## config.mk

```make
export PLATFORM = sky130hd
export DESIGN_NAME = clock_sync_command_handler
export DESIGN_NICKNAME = d
export VERILOG_FILES = /design/src/sv/cschd_pkg.sv /design/src/sv/clock_sync_command_handler.sv /design/src/sv/cschd_mem.sv
export SDC_FILE = /design/constraint.sdc
export NUM_CORES = 1
export LEC_CHECK = 0
export BUFFER_PORTS_ARGS = -buffer_cell sky130_fd_sc_hd__buf_2
export CAP_MARGIN = 15
export CORE_ASPECT_RATIO = 0.5
export CORE_MARGIN = 2
export CORE_UTILIZATION = 28
export CTS_CLUSTER_DIAMETER = 30
export CTS_CLUSTER_SIZE = 8
export DETAILED_ROUTE_END_ITERATION = 6
export GPL_TIMING_DRIVEN = 0
export MAX_ROUTING_LAYER = met4
export PLACE_DENSITY_LB_ADDON = 0.2
export SLEW_MARGIN = 20
export SYNTH_ARGS = -nofsm -noshare
export SYNTH_HDL_FRONTEND = slang
export SYNTH_SLANG_ARGS = --single-unit
```

## constraint.sdc

```tcl
create_clock -name clock -period 7.73 [get_ports clock]
set_clock_uncertainty 0.1 [all_clocks]
set_input_delay 0 -clock clock [delete_from_list [all_inputs] [get_ports clock]]
set_output_delay 0 -clock clock [all_outputs]
set_load 0.1 [all_outputs]
```

## src/sv/cschd_pkg.sv

```systemverilog
// Package for the clock sync command handler: field types, command codes,
// result kinds and status codes. No dependencies.
package cschd_pkg;

   localparam logic [1:0] KIND_BYTE    = 2'd0;
   localparam logic [1:0] KIND_CORR    = 2'd1;
   localparam logic [1:0] KIND_SUMMARY = 2'd2;

   localparam logic [1:0] STATUS_RESPONSE = 2'd0;
   localparam logic [1:0] STATUS_NONE     = 2'd1;
   localparam logic [1:0] STATUS_REJECTED = 2'd2;

   localparam logic [7:0] CMD_VERSION = 8'h00;
   localparam logic [7:0] CMD_APPTIME = 8'h01;
   localparam logic [7:0] CMD_PERIOD  = 8'h02;
   localparam logic [7:0] CMD_RESYNC  = 8'h03;

   localparam logic [0:0] CSR_LEAP   = 1'b0;
   localparam logic [0:0] CSR_MINCOR = 1'b1;

   localparam logic [31:0] GPS_EPOCH_SECONDS = 32'd315964800;

   // request fields, first field in the highest bits
   typedef struct packed {
      logic        answer_required;
      logic [31:0] unix_time;
      logic [7:0]  data_byte;
      logic        operation;
   } req_data_type;

   typedef struct packed {
      logic [3:0]  app_periodicity;
      logic [2:0]  resync_remaining;
      logic        resync_required;
      logic [1:0]  status;
      logic [31:0] correction;
      logic [7:0]  out_byte;
   } rsp_data_type;

endpackage

```

## src/sv/clock_sync_command_handler.sv

```systemverilog
// Clock sync command handler top level: control sequencer and both stores.
// Depends on cschd_pkg and cschd_mem.
//
// Payload bytes go into an inbound memory at one request per cycle while the
// block is idle and no result is waiting. A byte marked last starts a command
// walk that reads the inbound memory byte by byte (registered read data) and
// writes any answer bytes to the outbound memory; the queued answer bytes are
// then read out one at a time to the result channel.
// A time request forms the time, queues its bytes and then sends them.
// Correction items and the summary are delivered as the walk reaches them.
// rsp_tlast marks the last result of one request. The block takes one
// request at a time; csr writes are taken at any time.
module clock_sync_command_handler #(
   parameter int IN_DEPTH  = 16,
   parameter int OUT_DEPTH = 48
) (
   input  logic        clock,
   input  logic        reset,
   input  logic        req_tvalid,
   output logic        req_tready,
   // tdata bits: data_byte [7:0], unix_time [39:8], zero fill [47:40]
   input  logic [47:0] req_tdata,
   input  logic        req_tlast,  // last_byte
   // tuser bits: operation [0], answer_required [1]
   input  logic [1:0]  req_tuser,
   output logic        rsp_tvalid,
   input  logic        rsp_tready,
   // tdata bits: out_byte [7:0], correction [39:8], status [41:40],
   // resync_required [42], resync_remaining [45:43], app_periodicity [49:46],
   // zero fill [55:50]
   output logic [55:0] rsp_tdata,
   output logic        rsp_tlast,  // end_of_run
   output logic [1:0]  rsp_tuser,  // kind
   input  logic        csr_valid,
   output logic        csr_ready,
   input  logic        csr_index,
   input  logic [31:0] csr_data
);
   import cschd_pkg::*;

   localparam int IAW = $clog2(IN_DEPTH + 1);
   localparam int OAW = $clog2(OUT_DEPTH + 1);
   localparam int IMW = $clog2(IN_DEPTH);
   localparam int OMW = $clog2(OUT_DEPTH);

   localparam logic [3:0] S_IDLE  = 4'd0;
   localparam logic [3:0] S_FETCH = 4'd1;   // issue inbound read
   localparam logic [3:0] S_DEC   = 4'd2;   // inbound data valid
   localparam logic [3:0] S_APPND = 4'd3;   // write queued answer bytes
   localparam logic [3:0] S_CORR  = 4'd4;   // present correction item
   localparam logic [3:0] S_SUM   = 4'd5;   // present summary
   localparam logic [3:0] S_ORD   = 4'd6;   // issue outbound read
   localparam logic [3:0] S_OWAIT = 4'd7;   // outbound data valid
   localparam logic [3:0] S_OOUT  = 4'd8;   // present queued byte
   localparam logic [3:0] S_TREQ  = 4'd9;   // compute request time

   // walk sub-states while gathering command arguments
   localparam logic [2:0] W_CMD  = 3'd0;
   localparam logic [2:0] W_TIME = 3'd1;
   localparam logic [2:0] W_TOK  = 3'd2;
   localparam logic [2:0] W_PER  = 3'd3;
   localparam logic [2:0] W_RES  = 3'd4;

   // append sequences
   localparam logic [1:0] A_VER = 2'd0;
   localparam logic [1:0] A_PER = 2'd1;
   localparam logic [1:0] A_TRQ = 2'd2;

   logic [3:0]  state_ff, state_in;
   logic [2:0]  walk_ff, walk_in;
   logic [1:0]  aseq_ff, aseq_in;
   logic [2:0]  apos_ff, apos_in;
   logic [7:0]  leap_ff, leap_in;
   logic [30:0] mincor_ff, mincor_in;
   logic [3:0]  token_ff, token_in;
   logic [3:0]  period_ff, period_in;
   logic [IAW-1:0] icnt_ff, icnt_in, ipos_ff, ipos_in;
   logic [OAW-1:0] ocnt_ff, ocnt_in, opos_ff, opos_in;
   logic        ovf_ff, ovf_in;
   logic        answered_ff, answered_in, rejected_ff, rejected_in;
   logic        rr_ff, rr_in, reqop_ff, reqop_in, ans_ff, ans_in;
   logic [2:0]  rem_ff, rem_in;
   logic [1:0]  argn_ff, argn_in;
   logic [31:0] corr_ff, corr_in, now_ff, now_in, treq_ff, treq_in;
   logic        vld_ff, vld_in, last_ff, last_in;
   logic [1:0]  kind_ff, kind_in;
   rsp_data_type rd_ff, rd_in;

   logic            iwe;
   logic [IMW-1:0]  iwa, ira;
   logic [7:0]      iwd, ird;
   logic            owe;
   logic [OMW-1:0]  owa, ora;
   logic [7:0]      owd, ord;

   cschd_mem #(.DEPTH(IN_DEPTH), .AW(IMW)) u_inbound (
      .clock(clock), .wr_en(iwe), .wr_addr(iwa), .wr_data(iwd),
      .rd_addr(ira), .rd_data(ird)
   );
   cschd_mem #(.DEPTH(OUT_DEPTH), .AW(OMW)) u_outbound (
      .clock(clock), .wr_en(owe), .wr_addr(owa), .wr_data(owd),
      .rd_addr(ora), .rd_data(ord)
   );

   assign req_tready = (state_ff == S_IDLE) && !vld_ff;
   assign csr_ready  = 1'b1;
   assign rsp_tvalid = vld_ff;
   assign rsp_tlast  = last_ff;
   assign rsp_tuser  = kind_ff;
   assign rsp_tdata  = {6'd0, rd_ff};

   logic [31:0] lim;
   logic [7:0]  abyte;
   logic [IAW-1:0] left;
   logic [2:0]  alen;
   logic [OAW-1:0] onext;

   always_comb begin
      state_in = state_ff; walk_in = walk_ff; aseq_in = aseq_ff; apos_in = apos_ff;
      leap_in = leap_ff; mincor_in = mincor_ff; token_in = token_ff;
      period_in = period_ff; icnt_in = icnt_ff; ipos_in = ipos_ff;
      ocnt_in = ocnt_ff; opos_in = opos_ff; ovf_in = ovf_ff;
      answered_in = answered_ff; rejected_in = rejected_ff; rr_in = rr_ff;
      reqop_in = reqop_ff; ans_in = ans_ff; rem_in = rem_ff; argn_in = argn_ff;
      corr_in = corr_ff; now_in = now_ff; treq_in = treq_ff;
      vld_in = vld_ff; last_in = last_ff; kind_in = kind_ff; rd_in = rd_ff;
      iwe = 1'b0; iwa = icnt_ff[IMW-1:0]; iwd = req_tdata[7:0];
      ira = ipos_ff[IMW-1:0];
      owe = 1'b0; owa = ocnt_ff[OMW-1:0]; owd = 8'd0;
      ora = opos_ff[OMW-1:0];
      onext = opos_ff + 1'b1;
      lim = 32'd0 - {1'b0, mincor_ff};
      left = icnt_ff - ipos_ff;
      abyte = 8'd0;
      alen = 3'd6;

      if (vld_ff && rsp_tready) begin
         vld_in = 1'b0;
      end
      if (csr_valid) begin
         if (csr_index == CSR_LEAP) begin
            leap_in = csr_data[7:0];
         end else begin
            mincor_in = csr_data[30:0];
         end
      end

      case (aseq_ff)
         A_VER: begin
            alen = 3'd3;
            abyte = (apos_ff == 3'd0) ? 8'h00 : 8'h01;
         end
         A_PER: begin
            alen = 3'd6;
            abyte = (apos_ff == 3'd0) ? 8'h02 : (apos_ff == 3'd1) ? 8'h01 : 8'h00;
         end
         default: begin
            alen = 3'd6;
            case (apos_ff)
               3'd0: abyte = 8'h01;
               3'd1: abyte = treq_ff[7:0];
               3'd2: abyte = treq_ff[15:8];
               3'd3: abyte = treq_ff[23:16];
               3'd4: abyte = treq_ff[31:24];
               default: abyte = {3'b000, ans_ff, token_ff};
            endcase
         end
      endcase

      case (state_ff)
         S_IDLE: begin
            if (req_tvalid && req_tready) begin
               now_in = req_tdata[39:8];
               if (req_tuser[0]) begin
                  reqop_in = 1'b1;
                  ans_in = req_tuser[1];
                  ocnt_in = '0;
                  state_in = S_TREQ;
               end else begin
                  reqop_in = 1'b0;
                  // forced resync requests never ask for an answer
                  ans_in = 1'b0;
                  if (icnt_ff < IAW'(IN_DEPTH)) begin
                     iwe = 1'b1;
                     icnt_in = icnt_ff + 1'b1;
                  end else begin
                     ovf_in = 1'b1;
                  end
                  if (req_tlast) begin
                     ocnt_in = '0; ipos_in = '0; walk_in = W_CMD;
                     answered_in = 1'b0; rr_in = 1'b0; rem_in = '0;
                     rejected_in = ovf_ff || !(icnt_ff < IAW'(IN_DEPTH));
                     state_in = S_FETCH;
                  end
               end
            end
         end
         S_TREQ: begin
            treq_in = now_ff - GPS_EPOCH_SECONDS + {24'd0, leap_ff};
            token_in = token_ff + 4'd1;
            aseq_in = A_TRQ; apos_in = '0;
            state_in = S_APPND;
         end
         S_FETCH: begin
            if (rejected_ff || ipos_ff == icnt_ff) begin
               state_in = S_SUM;
            end else begin
               ipos_in = ipos_ff + 1'b1;
               state_in = S_DEC;
            end
         end
         S_DEC: begin
            state_in = S_FETCH;
            case (walk_ff)
               W_CMD: begin
                  case (ird)
                     CMD_VERSION: begin
                        answered_in = 1'b1; aseq_in = A_VER; apos_in = '0;
                        state_in = S_APPND;
                     end
                     CMD_APPTIME: begin
                        if (left < IAW'(5)) begin
                           state_in = S_SUM;
                        end else begin
                           walk_in = W_TIME; argn_in = '0;
                        end
                     end
                     CMD_PERIOD: begin
                        if (left == '0) state_in = S_SUM;
                        else walk_in = W_PER;
                     end
                     CMD_RESYNC: begin
                        if (left == '0) state_in = S_SUM;
                        else walk_in = W_RES;
                     end
                     default: begin
                        rejected_in = 1'b1;
                        state_in = S_SUM;
                     end
                  endcase
               end
               W_TIME: begin
                  corr_in = {ird, corr_ff[31:8]};
                  argn_in = argn_ff + 2'd1;
                  if (argn_ff == 2'd3) walk_in = W_TOK;
               end
               W_TOK: begin
                  walk_in = W_CMD;
                  if (ird[3:0] == token_ff && corr_ff >= {1'b0, mincor_ff}
                      && corr_ff <= lim) begin
                     state_in = S_CORR;
                  end
               end
               W_PER: begin
                  walk_in = W_CMD;
                  period_in = ird[3:0];
                  answered_in = 1'b1; aseq_in = A_PER; apos_in = '0;
                  state_in = S_APPND;
               end
               default: begin
                  walk_in = W_CMD;
                  if (ird[2:0] != 3'd0) begin
                     rr_in = ird[2:0] != 3'd1;
                     rem_in = ird[2:0] - 3'd1;
                     state_in = S_TREQ;
                  end else begin
                     rr_in = 1'b0; rem_in = '0;
                  end
               end
            endcase
         end
         S_APPND: begin
            if (ocnt_ff < OAW'(OUT_DEPTH)) begin
               owe = 1'b1; owd = abyte;
               ocnt_in = ocnt_ff + 1'b1;
            end
            apos_in = apos_ff + 3'd1;
            if (apos_ff == alen - 3'd1) begin
               if (reqop_ff) begin
                  opos_in = '0; state_in = S_ORD;
               end else begin
                  state_in = S_FETCH;
               end
            end
         end
         S_CORR: begin
            if (!vld_ff) begin
               vld_in = 1'b1; last_in = 1'b0; kind_in = KIND_CORR;
               rd_in = '0; rd_in.correction = corr_ff;
               state_in = S_FETCH;
            end
         end
         S_SUM: begin
            if (!vld_ff) begin
               vld_in = 1'b1; kind_in = KIND_SUMMARY; rd_in = '0;
               rd_in.app_periodicity = period_ff;
               icnt_in = '0; ovf_in = 1'b0;
               if (rejected_ff) begin
                  rd_in.status = STATUS_REJECTED; last_in = 1'b1;
                  state_in = S_IDLE;
               end else begin
                  rd_in.resync_required = rr_ff;
                  rd_in.resync_remaining = rem_ff;
                  if (answered_ff) begin
                     rd_in.status = STATUS_RESPONSE;
                     last_in = (ocnt_ff == '0);
                     opos_in = '0;
                     state_in = (ocnt_ff == '0) ? S_IDLE : S_ORD;
                  end else begin
                     rd_in.status = STATUS_NONE; last_in = 1'b1;
                     state_in = S_IDLE;
                  end
               end
            end
         end
         S_ORD: begin
            // hold the read address until the byte is presented
            state_in = S_OWAIT;
         end
         S_OWAIT: begin
            state_in = S_OOUT;
         end
         S_OOUT: begin
            if (!vld_ff) begin
               vld_in = 1'b1; kind_in = KIND_BYTE; rd_in = '0;
               rd_in.out_byte = ord;
               opos_in = onext;
               last_in = (onext == ocnt_ff);
               state_in = (onext == ocnt_ff) ? S_IDLE : S_ORD;
            end
         end
         default: state_in = S_IDLE;
      endcase
   end

   always_ff @(posedge clock) begin
      if (reset) begin
         state_ff <= S_IDLE; walk_ff <= W_CMD;
         leap_ff <= 8'd18; mincor_ff <= 31'd1;
         token_ff <= '0; period_ff <= '0; icnt_ff <= '0; ocnt_ff <= '0;
         ovf_ff <= 1'b0; vld_ff <= 1'b0;
      end else begin
         state_ff <= state_in; walk_ff <= walk_in;
         leap_ff <= leap_in; mincor_ff <= mincor_in;
         token_ff <= token_in; period_ff <= period_in;
         icnt_ff <= icnt_in; ocnt_ff <= ocnt_in;
         ovf_ff <= ovf_in; vld_ff <= vld_in;
      end
      aseq_ff <= aseq_in; apos_ff <= apos_in; ipos_ff <= ipos_in;
      opos_ff <= opos_in; answered_ff <= answered_in; rejected_ff <= rejected_in;
      rr_ff <= rr_in; reqop_ff <= reqop_in; ans_ff <= ans_in; rem_ff <= rem_in;
      argn_ff <= argn_in; corr_ff <= corr_in; now_ff <= now_in;
      treq_ff <= treq_in; last_ff <= last_in; kind_ff <= kind_in; rd_ff <= rd_in;
   end
endmodule

```

## src/sv/cschd_mem.sv

```systemverilog
// Single-port-write, single-port-read byte memory with registered read data.
// Depends on nothing.
module cschd_mem #(
   parameter int DEPTH = 16,
   parameter int AW    = 4
) (
   input  logic          clock,
   input  logic          wr_en,
   input  logic [AW-1:0] wr_addr,
   input  logic [7:0]    wr_data,
   input  logic [AW-1:0] rd_addr,
   output logic [7:0]    rd_data
);
   logic [7:0] mem [DEPTH];

   always_ff @(posedge clock) begin
      if (wr_en) begin
         mem[wr_addr] <= wr_data;
      end
      rd_data <= mem[rd_addr];
   end
endmodule

```

Yosys cells after proc, flatten, opt, wreduce, memory -nomap -nowiden. Memory sizes are Yosys's and may differ from the RTL's. A register that Yosys moved wholly into a read port is not among the register bits. Index checks and enable logic that the tools add are counted. W data, S select, Z words.

Bits in registers: 242. Memory bits (writable): 512. Input port bits: 89. Output and inout bits: 62. Memories kept: 2.

Memory list: u_outbound.mem (words 48, width 8, rd ports 1, clocked after Yosys merged registers in 1, wr ports 1, line cschd_mem.sv:14) `logic [7:0] mem [DEPTH];`; u_inbound.mem (words 16, width 8, rd ports 1, clocked after Yosys merged registers in 1, wr ports 1, line cschd_mem.sv:14).

$add $sub $neg: 13. Order comparisons: 5. Eq/ne operators: 53. Mux-type cells: 122. Bitwise operators: 1. Reduce and logical (&&, ||, !) cells: 49.

Operator list (count): $mux W50 (3); $pmux W50 S3 (1); $mux W3 (20); $mux W6 (10); $mux W5 (8); $pmux W4 S10 (1); $pmux W8 S5 (1); $mux W1 (36); $mux W4 (9); $add A32 B8 Y32 (1); $ge A32 B31 Y1 (1); $le A32 B32 Y1 (1); $ne A2 B2 Y1 const B (16); $sub A1 B31 Y32 const A (1); $sub A32 B29 Y32 const B (1); $pmux W3 S3 (3); $pmux W3 S2 (4); $pmux W5 S2 (2); $reduce_and A5 Y1 (4); $pmux W6 S3 (1); $reduce_and A6 Y1 (3); $eq A4 B3 Y1 const B (4); $eq A8 B2 Y1 const B (2); $mux W2 (8); 57 further kinds (102).

Longest topological paths before layout. Gate-level depths: netlist of run 1.

Word-level depth: 7. Gate-level depth with buffers: 16. Gate-level depth less buffers: 16.

By module. A second synthesis of run 1 with hierarchy kept.

Cell total of the unflattened synthesis: 2263. Area, all modules: 33532.2 sq um.

Modules (own cells, without submodules): cschd_mem at u_outbound (instances 1, cells an instance 790, area an instance 15334.7 sq um, sequential area each 11691.2 sq um); clock_sync_command_handler (instances 1, cells an instance 1244, area an instance 13050.0 sq um, sequential area each 6596.3 sq um); cschd_mem at u_inbound (instances 1, cells an instance 229, area an instance 5147.4 sq um, sequential area each 4003.8 sq um).

Worst setup path before layout of run 1. Ideal clock, no wire load.

Path type: flip-flop to flip-flop. From: register vld_ff, in the netlist rsp_tvalid. To: register rd_ff, in the netlist rsp_tdata[0], enable pin. Data arrival time: 4.701 ns. Required time: 7.098 ns. Slack: 2.398 ns. Stages on the path, launching flop included: 3. Period minus slack after synthesis: 5.332 ns. Cell sequence: dfxtp_1 -> buf_2 -> nor3_1.

Word-level cells in the longest chain between the ends: 2. Elaborated cells between the ends (all ways): 4.

RTL lines: start, declared (line clock_sync_command_handler.sv:85) `logic vld_ff, vld_in, last_ff, last_in;`; start signal, assigned (line clock_sync_command_handler.sv:347) `ovf_ff <= ovf_in; vld_ff <= vld_in;`; $ne A2 B2 Y1 (no source line); $reduce_and A4 Y1 (no source line) *; end signal, assigned (line clock_sync_command_handler.sv:353) `treq_ff <= treq_in; last_ff <= last_in; kind_ff <= kind_in; rd_ff <= rd_in;`; end, declared (line clock_sync_command_handler.sv:87) `rsp_data_type rd_ff, rd_in;`.

Every way passes the cells marked *; elsewhere a longest branch is shown, timed or not. A chain may end at the register's enable or synchronous reset.

Final worst setup path of run 1.
From: register mincor_ff[0]. To: register state_ff[0].

Word-level cells in the longest chain between the ends: 6. Elaborated cells between the ends (all ways): 8.

RTL lines: start, declared (line clock_sync_command_handler.sv:74) `logic [30:0] mincor_ff, mincor_in;`; start signal, assigned (line clock_sync_command_handler.sv:344) `leap_ff <= leap_in; mincor_ff <= mincor_in;`; $sub A1 B31 Y32 / $ge A32 B31 Y1 (equally long branches) (line clock_sync_command_handler.sv:132, clock_sync_command_handler.sv:249); $le A32 B32 Y1 / $logic_and A1 B1 Y1 (equally long branches) (line clock_sync_command_handler.sv:250, clock_sync_command_handler.sv:249); $logic_and A1 B1 Y1 * (line clock_sync_command_handler.sv:250) `&& corr_ff <= lim) begin`; $mux W3 * (line clock_sync_command_handler.sv:249) `if (ird[3:0] == token_ff && corr_ff >= {1'b0, mincor_ff}`; $pmux W4 S4 * (line clock_sync_command_handler.sv:214) `case (walk_ff)`; $pmux W4 S10 * (line clock_sync_command_handler.sv:170) `case (state_ff)`; end signal, assigned (line clock_sync_command_handler.sv:343) `state_ff <= state_in; walk_ff <= walk_in;`; end, declared (line clock_sync_command_handler.sv:69) `logic [3:0] state_ff, state_in;`.

Marked as above.

==> results of run 1 <==
## per-stage QoR
step	power (mW)	hold WS [ps]	instance area, um^2	TNS (ps)
final	13.67	39.97	42660	0
after global routing	14.25	51.37	42660	0
after CTS	13.85	0.6088	42660	0
after detailed placement	7.770	78.52	36290	0
after global placement	7.733	76.76	35840	-43820
after floorplan	7.014	-1.131	33180	0
## critical path, cell delays in order (launching register included)
cell	delay, ps
dfxtp_1	360
nor3_1	340
and3_1	210
clkbuf_2	180
nand4_1	280
or2_2	360
clkbuf_1	220
nor3_1	240
xnor2_1	150
ha_1	270
a21oi_1	160
nor2_1	60
a211oi_1	310
a21oi_1	170
o41ai_1	390
o311a_1	340
a211oi_2	100
## cells in the mapped netlist, types with 23 or more instances
cell type  count  area [um^2]
o21ai_0       42        210.2
nand2_1      148        555.5
dfxtp_1       83         1662
nor2_1       172        645.6
inv_1         73        274.0
and3_1        44        275.3
buf_2         23        115.1
edfxtp_1     687        20630
nor3_1        28        140.1
xor2_1        27        236.5
ha_1         121         1514
xnor2_1       57        499.2
nand3_1       27        135.1
a21oi_1       92        460.4
clkbuf_1      57        214.0
mux4_2       160         3603
## placed cells by master, fill, tap and decap left out, types with 27 or more instances in the layout
| cell type | count |
|---|---|
| dlygate4sd3_1 | 179 |
| clkbuf_1 | 92 |
| dfxtp_1 | 83 |
| ha_1 | 121 |
| a21oi_1 | 92 |
| edfxtp_1 | 687 |
| nand2_1 | 148 |
| inv_1 | 72 |
| nor2_1 | 164 |
| clkbuf_16 | 144 |
| mux4_2 | 160 |
| xor2_1 | 27 |
| and3_1 | 44 |
| nand3_1 | 27 |
| buf_2 | 157 |
| o21ai_0 | 42 |
| xnor2_1 | 57 |
## repair_timing
action,CTS,global route
hold buffers,179,0
setup endpoints to repair,0,0
endpoints found under the hold margin,241,0
## kinds of logic after synthesis
| kind of cell | Yosys count | share of synthesized area [%] |
|---|---|---|
| flops | 770 | 67.22 |
| simple gates | 531 | 7.693 |
| compound gates | 230 | 4.411 |
| mux | 179 | 11.45 |
| buf+inv | 174 | 2.184 |
| fa+ha+maj | 123 | 4.686 |
| xor+xnor | 86 | 2.339 |
| other cells | 2 | 0.02265 |
## final timing paths
kind | start | to | depth (start not counted)
setup reg to reg | mincor_ff[0]$_SDFFE_PP1P_ | state_ff[0]$_SDFFE_PP0P_ | 16
hold reg to reg | u_inbound.rd_data[7]$_DFF_P_ | corr_ff[31]$_DFFE_PP_ | 0
setup / recovery | mincor_ff[0]$_SDFFE_PP1P_ | state_ff[0]$_SDFFE_PP0P_ | 16
hold / removal | csr_data[29] | mincor_ff[29]$_SDFFE_PP0P_ | 4
## sequential cells by signal, summed over array words and instances, names as in the netlist, 8 cells and up
name                cells
treq_ff                32
u_inbound.rd_data       8
leap_ff                 8
rsp_tdata              50
mincor_ff              31
u_outbound.rd_data      8
u_inbound.mem         128
u_outbound.mem        384
corr_ff                32
now_ff                 32
## routing by layer
layer | vias up | part of all wire, % | global-route usage, %
met5 | - | 0 | -
met3 | 138 | 3.9 | 2.668
met2 | 407 | 48 | 24.14
met1 | 9987 | 45 | 19.18
met4 | 0 | 2.5 | 5.474
li1 | 9085 | - | -
## power breakdown
group / internal, mW / switching (mW) / leakage (nW)
Clock: 3.88 / 2.06 / 2.19
Combinational: 0.861 / 1.83 / 5.71
Sequential: 4.88 / 0.158 / 6.96
Total: 9.62 / 4.05 / 14.9
## cell type report
cell class | count | area (um^2)
inverter | 76 | 285.3
timing repair buffer | 333 | 2801
clock buffer | 187 | 3835
sequential | 770 | 22290
buffer | 98 | 440.4
multi-input combinational | 1156 | 10270
antenna | 2 | 5.005
fill | 11170 | 75040
tap | 1592 | 1992
clock inverter | 61 | 743.2
==> results_dict.tcl, run 1 <==
set metrics [dict create \
    status "finished, violations left" \
    violations "DRC" \
    cap_violations 0 \
    cts_made_buffers 142 \
    cts_tree "built" \
    ir_drop_mv 0.2361 \
    min_path_type "input port to flop" \
    placed_cells 3846 \
    pre_cts_ws_ps 3381 \
    reg2reg_slack_ps 3350 \
    syn_area_per_cell_um2 15.83 \
    post-route-util_pct 36.24 \
    cp-start-kind "flop" \
    post-cts-setup-buffers 0 \
    start_util_pct 28.17 \
    leakage_nw 14.86 \
    period_needed_ps 4375 \
    fin_cells 4275 \
    slew_viol_final 0 \
    rows 89 \
    required_ps 8230 \
    drc 2 \
    worst_slew_pin_slew_ps 924.8 \
    antenna_found_initial 2 \
    area_growth_syn_to_layout_pct 28.64 \
    post-route-worst-setup-slack_ps 3355 \
    grt_usage_pct 15.04 \
    synthCells 2095 \
    drt_iter0_markers 1457 \
    via_count 19620 \
    cp.arrival_ps 4880 \
    grt_max_degree 33 \
    dp_hpwl_mm 60.80 \
    hold_viol 0 \
    grt_pass1_vias 20690 \
    cts-htree-levels 4 \
    postRouteAntennaNets 0 \
    crit_path_max_fanout 6 \
    synth_area_um2 33160 \
    drtPass1Iterations 7 \
    synth-edff-count 687 \
    dieArea_um2 121400 \
    powerDensity_nw_per_um2 320.4 \
    maxSlewHeadroom_pct 38.35 \
    ys_seq_elements 770 \
    setup_viol_count_final 0 \
    max_freq_mhz 228.6 \
    cts_resized 0 \
    clk_path_buf_depth 3 \
    grt-ovfl-total 0 \
    via_per_inst 4.589 \
    grt_pass1_wl_mm 131.7 \
    clock-sinks 770 \
    routedWlPerCell_um 20.51 \
    yosysWarnings 0 \
    core_area_um2 117700 \
    ys.flop_type "edfxtp_1" \
    gp_congestion 0.8542 \
    layout-drive-gt1-share_pct 22.01 \
    clk_pin_slew_worst_paths_ps 50 \
    crit_type "flop to flop" \
    rsz0062_at_grt "false" \
    clk-insertion-delay-late_ps 730 \
    nNetsFinal 2789 \
    yosys.cell_types.count 89 \
    io_pins 151 \
    async_flop_share_pct 0 \
    ys_seq_area_share_pct 67.22 \
    io_buffers 134 \
    root_buffer "clkbuf_16" \
    endpoint_kind "flop" \
    post-route-period-util_pct 56.60 \
    dieWidth_um 490.7 \
    routed_wl_mm 87.68 \
    die_y_um 247.4 \
]
No activity file was read; power rests on OpenSTA's default activity.
==> run 2: changes to the inputs <==
--- a/config.mk
+++ b/config.mk
@@ -5,6 +5,7 @@
 export SDC_FILE = /design/constraint.sdc
 export NUM_CORES = 1
 export LEC_CHECK = 0
+export ABC_AREA = 1
 export BUFFER_PORTS_ARGS = -buffer_cell sky130_fd_sc_hd__buf_2
 export CAP_MARGIN = 15
 export CORE_ASPECT_RATIO = 0.5
==> constraint.sdc (replaced) <==
create_clock -name clock -period 3.95 [get_ports clock]
set_clock_uncertainty 0.1 [all_clocks]
set_input_delay 0 -clock clock [delete_from_list [all_inputs] [get_ports clock]]
set_output_delay 0 -clock clock [all_outputs]
set_load 0.1 [all_outputs]
==> run 2 against run 1 <==
The flow now finishes without violations; largest power group unchanged; design area increased by 0.32%; highest routed layer unchanged; critical path depth increased by 11; synthesized cell count increased by 42%; core utilization decreased by 0.63 points.
==> results_dict.tcl, run 2 <==
set metrics [dict create \
    reg2reg_slack_ps 330 \
    rows 90 \
    ys_seq_area_share_pct 65.98 \
    p_clk_share_pct 39.5 \
    drtPass1Iterations 6 \
    async_flop_share_pct 0 \
    synth.largest_area_cell "edfxtp_1" \
    fin_cells 5120 \
    multi_input_area_um2 10190 \
    ir_drop_mv 0.4513 \
    cp-start-kind "flop" \
    via_count 24200 \
    cts-htree-levels 4 \
    syn_area_per_cell_um2 11.39 \
    yosys.cell_types.count 60 \
    cts_tree "built" \
    dpl_cell_area_um2 36960 \
    fill_cells 11800 \
    io_buffers 134 \
    dieArea_um2 123600 \
    synthCells 2966 \
    whs_ps 51.99 \
    period_needed_ps 3625 \
    crit_path_max_fanout 4 \
    maxSlewHeadroom_pct 30.11 \
    max_freq_mhz 275.9 \
    r2r_start "mincor_ff[0]$_SDFFE_PP1P_" \
    clk_path_buf_depth 3 \
    dp_hpwl_mm 71.30 \
    synth.top_cell.area_share_pct 61.06 \
    regArea_um2 22290 \
    yosysWarnings 0 \
    drt_iter0_markers 2087 \
    cap_violations 0 \
    routed_wl_mm 103.0 \
    synth-edff-count 687 \
    post-route-period-util_pct 91.76 \
    grt_pass1_wl_mm 153.9 \
    worstReg2RegEnd "state_ff[2]$_SDFFE_PP0P_" \
    io_pins 151 \
    clock-sinks 770 \
    clk_pin_slew_worst_paths_ps 50 \
    stdcell_area_um2 42800 \
    hold_viol 0 \
    top_register "u_outbound.mem" \
    die_y_um 249.6 \
    min_path_type "input port to flop" \
    pwr-share-comb_pct 23.9 \
    worst_slew_pin_slew_ps 1045 \
    antenna_found_initial 2 \
    area_growth_syn_to_layout_pct 26.66 \
    final_cell_mix "687 x edfxtp_1, 406 x nor2_1, 338 x nand2_1" \
    synth_area_um2 33790 \
    grt-ovfl-total 0 \
    cp.arrival_ps 4160 \
    dieWidth_um 495.3 \
    final_common_cell "edfxtp_1" \
    root_buffer "clkbuf_16" \
    finalSetupTns_ps 0 \
    routedWlPerCell_um 20.12 \
    clk-insertion-delay-late_ps 720 \
    slew_viol_final 0 \
    swShare_pct 33.63 \
    grt_pass1_vias 24540 \
    endpoint_kind "flop" \
    hp-start "csr_valid" \
    setup_viol_count_final 0 \
    via_per_inst 4.727 \
    grt_max_degree 41 \
    placed_cells 4732 \
    ys.flop_type "edfxtp_1" \
    synth.top_cells.by_count "687 x edfxtp_1, 415 x nor2_1, 343 x nand2_1, 268 x o21ai_0, 249 x inv_1" \
    ys_seq_elements 770 \
    drc 0 \
    grt_usage_pct 17.13 \
    internal-power_mw 18.12 \
    start_util_pct 28.12 \
    gp_congestion 0.8921 \
    crit_start "mincor_ff[0]$_SDFFE_PP1P_" \
    required_ps 4490 \
    seqPwrFrac_pct 36.6 \
    layout-drive-gt1-share_pct 12.32 \
    postRouteAntennaNets 0 \
    nNetsFinal 3630 \
    largest_reg_flops 384 \
    p_sw_mw 9.184 \
    crit_end "state_ff[2]$_SDFFE_PP0P_" \
    cts_made_buffers 134 \
    core_area_um2 120200 \
    crit_type "flop to flop" \
    status "completed" \
    synthTopCellsByArea "edfxtp_1 61%, dfxtp_1 4.9%, nor2_1 4.6%" \
    reg2reg_depth 27 \
    leakage_nw 15.02 \
    synth.most_common_cell "edfxtp_1" \
    powerDensity_nw_per_um2 638.0 \
]
run 2: metal layers:
| metal | up-vias | track usage (%) | wire (um) |
|---|---|---|---|
| li1 | 11520 | - | - |
| met1 | 11810 | 22.28 | 46120 |
| met2 | 699 | 26.31 | 47640 |
| met3 | 171 | 3.583 | 6177 |
| met4 | 0 | 6.254 | 3067 |
| met5 | - | - | 0 |
run 2: timing repair:
action | 4_1_cts | 5_1_grt
hold buffers | 150 | 0
gates cloned | 0 | 0
endpoints found under the hold margin | 226 | 0
buffers inserted | 0 | 10
setup endpoints to repair | 2 | 2
resized for setup | 3 | 20
pin swaps | 0 | 11
run 2: worst max-delay path, stage by stage (launching register included):
cell	delay [ps]
dfxtp_2	350
inv_4	80
ha_4	140
nand4_1	120
nor2_1	160
nand2_2	100
nor2_4	180
nand4_4	170
nor2_4	140
nand4_1	170
buf_4	200
xor2_1	130
inv_1	60
ha_1	270
nand2_1	80
inv_1	80
nand2_1	60
nor2_2	110
nand2_2	90
nor2_4	130
nand3_2	100
nand2_2	90
nand3_2	90
nand2_1	70
nand2_1	50
nand2_1	60
nand2_1	60
a21oi_2	120
run 2: stage by stage:
stage	setup slack, ps	total power [mW]	utilization [%]
2_1_floorplan	47.87	14.33	-
4_1_cts	12.87	27.53	35.49
3_3_place_gp	-2619	16.44	30.38
6_report	325.5	27.30	35.62
3_5_place_dp	-91.00	16.51	30.76
5_1_grt	-33.26	28.56	35.61
run 2: worst min path at each step:
| stage | end | cells after the start |
|---|---|---|
| 2_1_floorplan | icnt_ff[0]$_SDFFE_PP0P_ | 1 |
| 3_3_place_gp | now_ff[31]$_DFFE_PP_ | 1 |
| 3_5_place_dp | now_ff[28]$_DFFE_PP_ | 1 |
| 4_1_cts | mincor_ff[28]$_SDFFE_PP0P_ | 4 |
| 5_1_grt | mincor_ff[0]$_SDFFE_PP1P_ | 4 |
| 6_report | mincor_ff[1]$_SDFFE_PP0P_ | 4 |
run 2: final cells by class:
class                   count  area share (%)
clock buffers             181           8.736
well taps                1610           4.707
repair buffers            311           6.110
multi-input cells        1810           23.81
diodes                      3         0.01754
plain buffers             120           1.149
clock inverters            44          0.9911
inverters                 271           2.389
flip-flops and latches    770           52.09
run 2: power by group through the flow:
stage,clock (mW),combinational [mW],sequential [mW]
detailed placement,0,6.36,10.2
finish,10.8,6.53,9.99
floorplan,0,3.30,11.0
global placement,0,6.27,10.2
global route,11.4,7.13,10.0
CTS,11.0,6.51,10.0
run 2: cells by family (layout without fill, tap and decap cells):
logic type / Yosys count / count (layout) / synth area share [%]
flip-flops: 770 / 770 / 65.98
AO/OA/AOI/OAI: 684 / 684 / 11.70
buffers and inverters: 391 / 927 / 4.466
other: 2 / 10 / 0.02223
AND/OR/NAND/NOR: 935 / 935 / 11.63
adder cells (fa/ha/maj): 123 / 123 / 4.599
XOR/XNOR: 61 / 61 / 1.603
